### config.mk
export PLATFORM = sky130hd
export DESIGN_NAME = collatz_step_counter
export DESIGN_NICKNAME = d
export VERILOG_FILES = /design/src/rtl/clsc_pkg.sv /design/src/rtl/clsc_dp.sv /design/src/rtl/clsc_ctrl.sv /design/src/rtl/collatz_step_counter.sv
export SDC_FILE = /design/constraint.sdc
export NUM_CORES = 1
export LEC_CHECK = 0
export ABC_AREA = 1
export BUFFER_PORTS_ARGS = -buffer_cell sky130_fd_sc_hd__buf_2
export CAP_MARGIN = 20
export CORE_MARGIN = 5
export CORE_UTILIZATION = 63
export DETAILED_ROUTE_END_ITERATION = 6
export HOLD_SLACK_MARGIN = 0.12
export PLACE_DENSITY = 0.82
export RECOVER_POWER = 50
export SYNTH_ARGS = -nofsm -noshare
export SYNTH_HDL_FRONTEND = slang
export SYNTH_SLANG_ARGS = --single-unit
### constraint.sdc
create_clock -name clk -period 11.6 [get_ports clk]
set_clock_uncertainty 0.05 [all_clocks]
set_input_delay 0 -clock clk [delete_from_list [all_inputs] [get_ports clk]]
set_output_delay 0 -clock clk [all_outputs]
set_load 0.05 [all_outputs]
### src/rtl/clsc_pkg.sv
`timescale 1ns / 1ps
// ----------------------------------------------------------------------------
// clsc_pkg - shared types and constants for the collatz step counter
// Holds the controller states, the command and status groups between the
// controller and the datapath, and the fixed field widths.
// ----------------------------------------------------------------------------
package clsc_pkg;

	// fixed field widths
	localparam int unsigned START_W = 64;
	localparam int unsigned COUNT_W = 16;
	localparam int unsigned TOTAL_W = 64;

	// saturation level of the per-item step count
	localparam logic [COUNT_W-1:0] COUNT_MAX = {COUNT_W{1'b1}};

	// controller states
	typedef enum logic [1:0] {
		ST_IDLE,
		ST_RUN,
		ST_HOLD
	} ctrl_state_t;

	// commands from controller to datapath
	typedef struct packed {
		logic load;    // take a new item into the working registers
		logic step;    // apply one shortcut map step
		logic finish;  // form the result and update the running total
	} dp_cmd_t;

	// status from datapath to controller
	typedef struct packed {
		logic done;    // value is one or less, or an overflow was seen
	} dp_stat_t;

endpackage

### src/rtl/clsc_dp.sv
`timescale 1ns / 1ps
// ----------------------------------------------------------------------------
// clsc_dp - collatz datapath
// Working value, step counter, overflow flag, running total and the result
// payload registers. Moves one shortcut step per step command.
// ----------------------------------------------------------------------------
module clsc_dp #(
	parameter int unsigned VALUE_WIDTH = 64
) (
	input  logic                            clk,
	input  logic                            arst_n,
	input  clsc_pkg::dp_cmd_t               cmd,
	output clsc_pkg::dp_stat_t              stat,
	input  logic [clsc_pkg::START_W-1:0]    start_number,
	input  logic                            restart_total,
	output logic [clsc_pkg::COUNT_W-1:0]    step_count,
	output logic [clsc_pkg::TOTAL_W-1:0]    total_steps,
	output logic                            overflow
);
	import clsc_pkg::*;

	logic [VALUE_WIDTH-1:0] t_q;
	logic [VALUE_WIDTH-1:0] half;
	logic [VALUE_WIDTH-1:0] t_next_odd;
	logic                   odd_ovf;
	logic [COUNT_W-1:0]     cnt_q;
	logic [COUNT_W:0]       cnt_sum;
	logic [COUNT_W-1:0]     cnt_next;
	logic                   ovf_q;
	logic                   restart_q;
	logic [COUNT_W-1:0]     reported;
	logic [TOTAL_W-1:0]     total_q;
	logic [TOTAL_W-1:0]     total_base;
	logic [COUNT_W-1:0]     step_count_q;
	logic                   overflow_q;

	// odd step: (3t+1)/2 = half + t + 1, too wide when half >= max - t
	assign half       = t_q >> 1;
	assign odd_ovf    = half >= ~t_q;
	assign t_next_odd = half + t_q + {{(VALUE_WIDTH-1){1'b0}}, 1'b1};

	// saturating step count, two steps for an odd value
	assign cnt_sum  = {1'b0, cnt_q} + (t_q[0] ? (COUNT_W+1)'(2) : (COUNT_W+1)'(1));
	assign cnt_next = cnt_sum[COUNT_W] ? COUNT_MAX : cnt_sum[COUNT_W-1:0];

	// finished when the value is one or less, or on overflow
	assign stat.done = (t_q[VALUE_WIDTH-1:1] == '0) || ovf_q;

	// result values
	assign reported   = ovf_q ? '0 : cnt_q;
	assign total_base = restart_q ? '0 : total_q;

	// working registers
	always_ff @(posedge clk) begin
		if (cmd.load) begin
			t_q       <= start_number[VALUE_WIDTH-1:0];
			cnt_q     <= '0;
			restart_q <= restart_total;
		end else if (cmd.step) begin
			if (!t_q[0]) begin
				t_q   <= half;
				cnt_q <= cnt_next;
			end else if (!odd_ovf) begin
				t_q   <= t_next_odd;
				cnt_q <= cnt_next;
			end
		end
	end

	// overflow flag for the item at work
	always_ff @(posedge clk or negedge arst_n) begin
		if (!arst_n) begin
			ovf_q <= 1'b0;
		end else if (cmd.load) begin
			ovf_q <= 1'b0;
		end else if (cmd.step && t_q[0] && odd_ovf) begin
			ovf_q <= 1'b1;
		end
	end

	// running total, kept across items
	always_ff @(posedge clk or negedge arst_n) begin
		if (!arst_n) begin
			total_q <= '0;
		end else if (cmd.finish) begin
			total_q <= total_base + {{(TOTAL_W-COUNT_W){1'b0}}, reported};
		end
	end

	// result payload
	always_ff @(posedge clk) begin
		if (cmd.finish) begin
			step_count_q <= reported;
			overflow_q   <= ovf_q;
		end
	end

	assign step_count  = step_count_q;
	assign total_steps = total_q;
	assign overflow    = overflow_q;

	// an even value halves on a step
	assert property (@(posedge clk) disable iff (!arst_n)
		(cmd.step && !cmd.load && !t_q[0]) |=> (t_q == $past(half)))
		else $error("even step did not halve the value");

	// an overflowed item stops counting
	assert property (@(posedge clk) disable iff (!arst_n)
		(ovf_q && !cmd.load) |=> $stable(cnt_q))
		else $error("step count moved after overflow");

endmodule

### src/rtl/clsc_ctrl.sv
`timescale 1ns / 1ps
// ----------------------------------------------------------------------------
// clsc_ctrl - collatz controller
// Sequences load, step and finish for one item at a time and owns the
// handshake control of both channels, including the result valid flag.
// ----------------------------------------------------------------------------
module clsc_ctrl (
	input  logic                 clk,
	input  logic                 arst_n,
	input  logic                 req_valid,
	output logic                 req_stall,
	output logic                 rsp_valid,
	input  logic                 rsp_stall,
	output clsc_pkg::dp_cmd_t    cmd,
	input  clsc_pkg::dp_stat_t   stat
);
	import clsc_pkg::*;

	ctrl_state_t state_q;
	ctrl_state_t state_d;
	logic        rsp_valid_q;
	logic        out_free;

	// result register can take a new item
	assign out_free = !rsp_valid_q || !rsp_stall;

	// state register
	always_ff @(posedge clk or negedge arst_n) begin
		if (!arst_n) begin
			state_q <= ST_IDLE;
		end else begin
			state_q <= state_d;
		end
	end

	// next state and commands
	always_comb begin
		state_d    = state_q;
		cmd        = '0;
		req_stall  = 1'b1;
		case (state_q)
			ST_IDLE: begin
				req_stall = 1'b0;
				if (req_valid) begin
					cmd.load = 1'b1;
					state_d  = ST_RUN;
				end
			end
			ST_RUN: begin
				if (!stat.done) begin
					cmd.step = 1'b1;
				end else if (out_free) begin
					cmd.finish = 1'b1;
					state_d    = ST_IDLE;
				end else begin
					state_d = ST_HOLD;
				end
			end
			ST_HOLD: begin
				if (out_free) begin
					cmd.finish = 1'b1;
					state_d    = ST_IDLE;
				end
			end
			default: begin
				state_d = ST_IDLE;
			end
		endcase
	end

	// result valid flag
	always_ff @(posedge clk or negedge arst_n) begin
		if (!arst_n) begin
			rsp_valid_q <= 1'b0;
		end else if (cmd.finish) begin
			rsp_valid_q <= 1'b1;
		end else if (!rsp_stall) begin
			rsp_valid_q <= 1'b0;
		end
	end

	assign rsp_valid = rsp_valid_q;

	// commands are exclusive
	assert property (@(posedge clk) disable iff (!arst_n)
		$onehot0({cmd.load, cmd.step, cmd.finish}))
		else $error("more than one datapath command at once");

	// a finished item waiting on a full result register is held
	assert property (@(posedge clk) disable iff (!arst_n)
		(state_q == ST_RUN && stat.done && !out_free) |=> (state_q == ST_HOLD))
		else $error("finished item not held for the result register");

endmodule

### src/rtl/collatz_step_counter.sv
`timescale 1ns / 1ps
// ----------------------------------------------------------------------------
// collatz_step_counter - shortcut collatz step counter with running total
// Counts the collatz steps of each starting number down to one, adds
// the count to a running total and flags values that grow too wide.
//
//   channel | handshake             | payload
//   --------+-----------------------+-------------------------------------
//   req     | req_valid / req_stall | start_number, restart_total
//   rsp     | rsp_valid / rsp_stall | step_count, total_steps, overflow
//
// An item takes a load command, one step command per shortcut map step in the
// datapath (plus one that detects an overflow) and a finish command; a stalled
// result adds a hold state before the finish. There is a single step unit.
// Reset clears the running total, controller state and result valid.
// req_stall is high while an item is at work; a stalled result holds the
// finished item in the controller until the result register frees up.
// ----------------------------------------------------------------------------
module collatz_step_counter #(
	parameter int unsigned VALUE_WIDTH = 64
) (
	input  logic                            clk,
	input  logic                            arst_n,
	input  logic                            req_valid,
	output logic                            req_stall,
	input  logic [clsc_pkg::START_W-1:0]    start_number,
	input  logic                            restart_total,
	output logic                            rsp_valid,
	input  logic                            rsp_stall,
	output logic [clsc_pkg::COUNT_W-1:0]    step_count,
	output logic [clsc_pkg::TOTAL_W-1:0]    total_steps,
	output logic                            overflow
);
	import clsc_pkg::*;

	dp_cmd_t  cmd;
	dp_stat_t stat;

	// sequencing and handshakes
	clsc_ctrl u_ctrl (
		.clk       (clk),
		.arst_n    (arst_n),
		.req_valid (req_valid),
		.req_stall (req_stall),
		.rsp_valid (rsp_valid),
		.rsp_stall (rsp_stall),
		.cmd       (cmd),
		.stat      (stat)
	);

	// value iteration, counting and running total
	clsc_dp #(
		.VALUE_WIDTH (VALUE_WIDTH)
	) u_dp (
		.clk           (clk),
		.arst_n        (arst_n),
		.cmd           (cmd),
		.stat          (stat),
		.start_number  (start_number),
		.restart_total (restart_total),
		.step_count    (step_count),
		.total_steps   (total_steps),
		.overflow      (overflow)
	);

endmodule

==> run metrics <==
list of most frequent post-synthesis cells=nand2_1 (842), inv_1 (438), nor2_1 (319); layout cell share with drive strength beyond 1=8.22%; status=finished with violations; PwrDens=331 mW/mm2; Hold Path Class=in2reg; worst-path cell chain=inv_1 -> ha_1 -> nand2_1 -> clkbuf_1 -> clkinv_1 -> clkbuf_1 -> a21oi_1 -> a21oi_2; post-synthesis sequential area ratio=26.2%; P&R area growth vs syn=12.7%; H-tree lvl count=4; Routed WL=60,900 um; initial core utilization=63.7%; post-synthesis cell type count=52; cell count after synthesis=2,713; post-route core utilization=71.8%; Crit-path slowest cell=clkbuf_1; setup_tns=0 ps; Synth area leader=nand2_1; DR vias=19,100; CTS resizes=0; Req. time, crit path=11,860 ps; post-route ant nets=0; Num CTS Buffers=17; RSZ-0062 raised after global routing=false; Tcrit/Tclk final=53.9%; ys flop type=edfxtp_1; initial DRC count=2,560; Internal=0.00263 W; fin crit period=6250 ps; Crit. End Element=register; WS Path Type=reg2reg; Synth Net Count=2,902; final setup violation count=0; Core Area=0.0269 mm2; Avg Cell Area, Syn=6.31 um2; register share of total power=18.7%; Vert. Die Dim=175 um; gp weighted congestion=1.04; Vias/cell=5.85; Yosys warning count=0; worst skew pair latency=470 ps; clock-pin slew on the worst setup and hold paths=80 ps; critical path launch point type=register; Final Net Count=3,095; most instantiated library cell after synthesis=nand2_1; Mapped Area=0.0171 mm2; Hold Fails Final Rpt=0; drt pass-1 iters=6; cts hold-fix bufs=68; Setup Fix Bufs, Post-CTS=0; FILL cells=2,299; Clk network pwr share=9.8%; Psw=0.00376 W; WL/cell=18.7 um; switching fraction of total power=58.9%; FF+latch count, synth=166; clock buffer depth=2; Gate power share=71.5%; EDFF count, synth=82; io pins=152; CTS tree=built; number of global-route vias before repair=17,800; Most Frequent Cell on Critical Path=clkbuf_1; arrival time worst endpoint=6510 ps; Max Slew Vio Count=284; Post-synth ARST share=41.0%; peak supply drop=231 uV; Port Buffer Count=151; # clock sinks=166; Root Buffer=clkbuf_16; CP peak stage delay=2830 ps; crit-path max FO=77; Die X=175 um; share of the synthesized area in the top cell type=18.4%; Reg2Reg Setup Slack=5350 ps; die area=0.0306 mm2; pin count of the biggest net entering global routing=87; Max-Cap Viols=5; worst slew pin tran=4050 ps; post-DP HPWL=45,700 um; number of diodes=0; Max Fclk=160 MHz; initial antenna violation count=1; Rows=60; first-pass GRT wire length=95,400 um; failing checks=max-capacitance violations, max-slew violations; Leak=9.76 nW; total global routing overflow=0; Slew Limit Headroom=-170%; # DRC=0; synth top area cells=nand2_1 (18%), edfxtp_1 (14%), dfrtp_1 (9.9%); Tot GR Track Use=38.9%
==> path summary, 6_finish.rpt <==
| kind | from | end | depth (start not counted) |
|---|---|---|---|
| min in group asynchronous | arst_n | u_dp.total_steps[12]$_DFFE_PN0P_ | 3 |
| max reg2reg | u_ctrl.state_q[1]$_DFFE_PN0P_ | u_dp.t_q[53]$_DFFE_PP_ | 8 |
| min | restart_total | u_dp.restart_q$_DFFE_PP_ | 2 |
| max | u_ctrl.state_q[1]$_DFFE_PN0P_ | u_dp.t_q[53]$_DFFE_PP_ | 8 |
| min reg2reg | u_dp.total_steps[12]$_DFFE_PN0P_ | u_dp.total_steps[12]$_DFFE_PN0P_ | 2 |
| max in group asynchronous | arst_n | u_dp.total_steps[25]$_DFFE_PN0P_ | 3 |
==> cell families (layout without fill, tap and decap cells) <==
| group | after synthesis | in the layout | share of synthesized area, % |
|---|---|---|---|
| XOR/XNOR | 82 | 82 | 4.19 |
| buffers and inverters | 510 | 716 | 11.7 |
| AND/OR/NAND/NOR | 1497 | 1497 | 38.1 |
| adder cells (fa/ha/maj) | 120 | 120 | 8.90 |
| AO/OA/AOI/OAI | 338 | 338 | 10.9 |
| flip-flops | 166 | 166 | 26.2 |
==> power by group through the flow <==
stage / clock network [W] / registers, W / logic, W
after floorplan: 0 / 0.00133 / 0.00304
after global placement: 0 / 0.00118 / 0.00423
after detailed placement: 0 / 0.00119 / 0.00433
after CTS: 0.000619 / 0.00118 / 0.00439
after global routing: 0.000649 / 0.00122 / 0.00496
final: 0.000626 / 0.00120 / 0.00457
==> worst max-delay path, delay by kind of cell, from the launching register on <==
family / cells / cell delay [ps]
buf+inv: 4 / 3940
simple gates: 1 / 860
compound gates: 2 / 550
flops: 1 / 420
fa+ha+maj: 1 / 160
==> area by class of cell <==
type                    instances  area, um2  share of cell area [%]
clock buffers                  17        425                    2.20
clock inverters                15        200                    1.04
inverters                     456       1720                    8.89
multi-input cells            2037      10600                    55.1
flip-flops and latches        166       4480                    23.2
well taps                     341        427                    2.21
repair buffers                228       1410                    7.28
==> cell usage in the layout (no fill, tap or decap), types with 3 or more instances in the layout <==
master         Yosys  routed
nor4_1            17      17
o21bai_1          12      12
buf_4              0       4
nor3_1            25      25
clkbuf_1          37      87
clkinv_8           0       5
inv_1            438     437
or2_1              6       6
fa_1               3       3
o21ai_0           73      73
inv_2             16      17
ha_1             117     117
nor3_2             4       4
xor2_1            66      66
nand3_1          122     121
nor2_2             8       8
nor2_1           319     319
dlygate4sd3_1      0      68
nand3_2           30      31
buf_2              4      68
nor2_4             4       4
nor4_2             3       3
dfrtp_1           68      68
a21oi_1          198     198
edfxtp_1          82      82
dfxtp_1           16      16
a21oi_2           31      31
and3_1             5       5
nand4_1           48      48
inv_8              0       4
inv_6              1       4
clkbuf_16          0      17
nand2_1          842     841
nand3b_1          29      29
o21ai_1           14      14
xnor2_1           16      16
nand2_2           24      25
==> metal layers <==
layer | routed length [um] | vias up | track usage, % | share of wire (%)
met4 | 2080 | 2 | 12.4 | 3.4
li1 | - | 8968 | - | -
met2 | 25500 | 1239 | 58.4 | 42
met1 | 25800 | 8708 | 56.3 | 42
met5 | 12 | - | 0 | 0.020
met3 | 7490 | 162 | 8.18 | 12
==> through the flow <==
stage	hold WS (ps)	std cells	instance area, um2	total power (W)	setup slack [ps]
after floorplan	-346	2713	17100	0.00437	6790
final	216	3260	19300	0.00639	5350
after CTS	212	3259	19400	0.00619	7860
after global routing	207	3260	19300	0.00682	5050
after detailed placement	135	3159	18100	0.00552	7880
after global placement	132	3159	18100	0.00541	7980
==> state kept, by name, indices dropped and copies added (netlist names) <==
register          count
u_ctrl.rsp_valid      1
u_ctrl.state_q        2
u_dp.cnt_q           16
u_dp.overflow         1
u_dp.ovf_q            1
u_dp.restart_q        1
u_dp.step_count      16
u_dp.t_q             64
u_dp.total_steps     64
(Power assumes the default switching activity.)
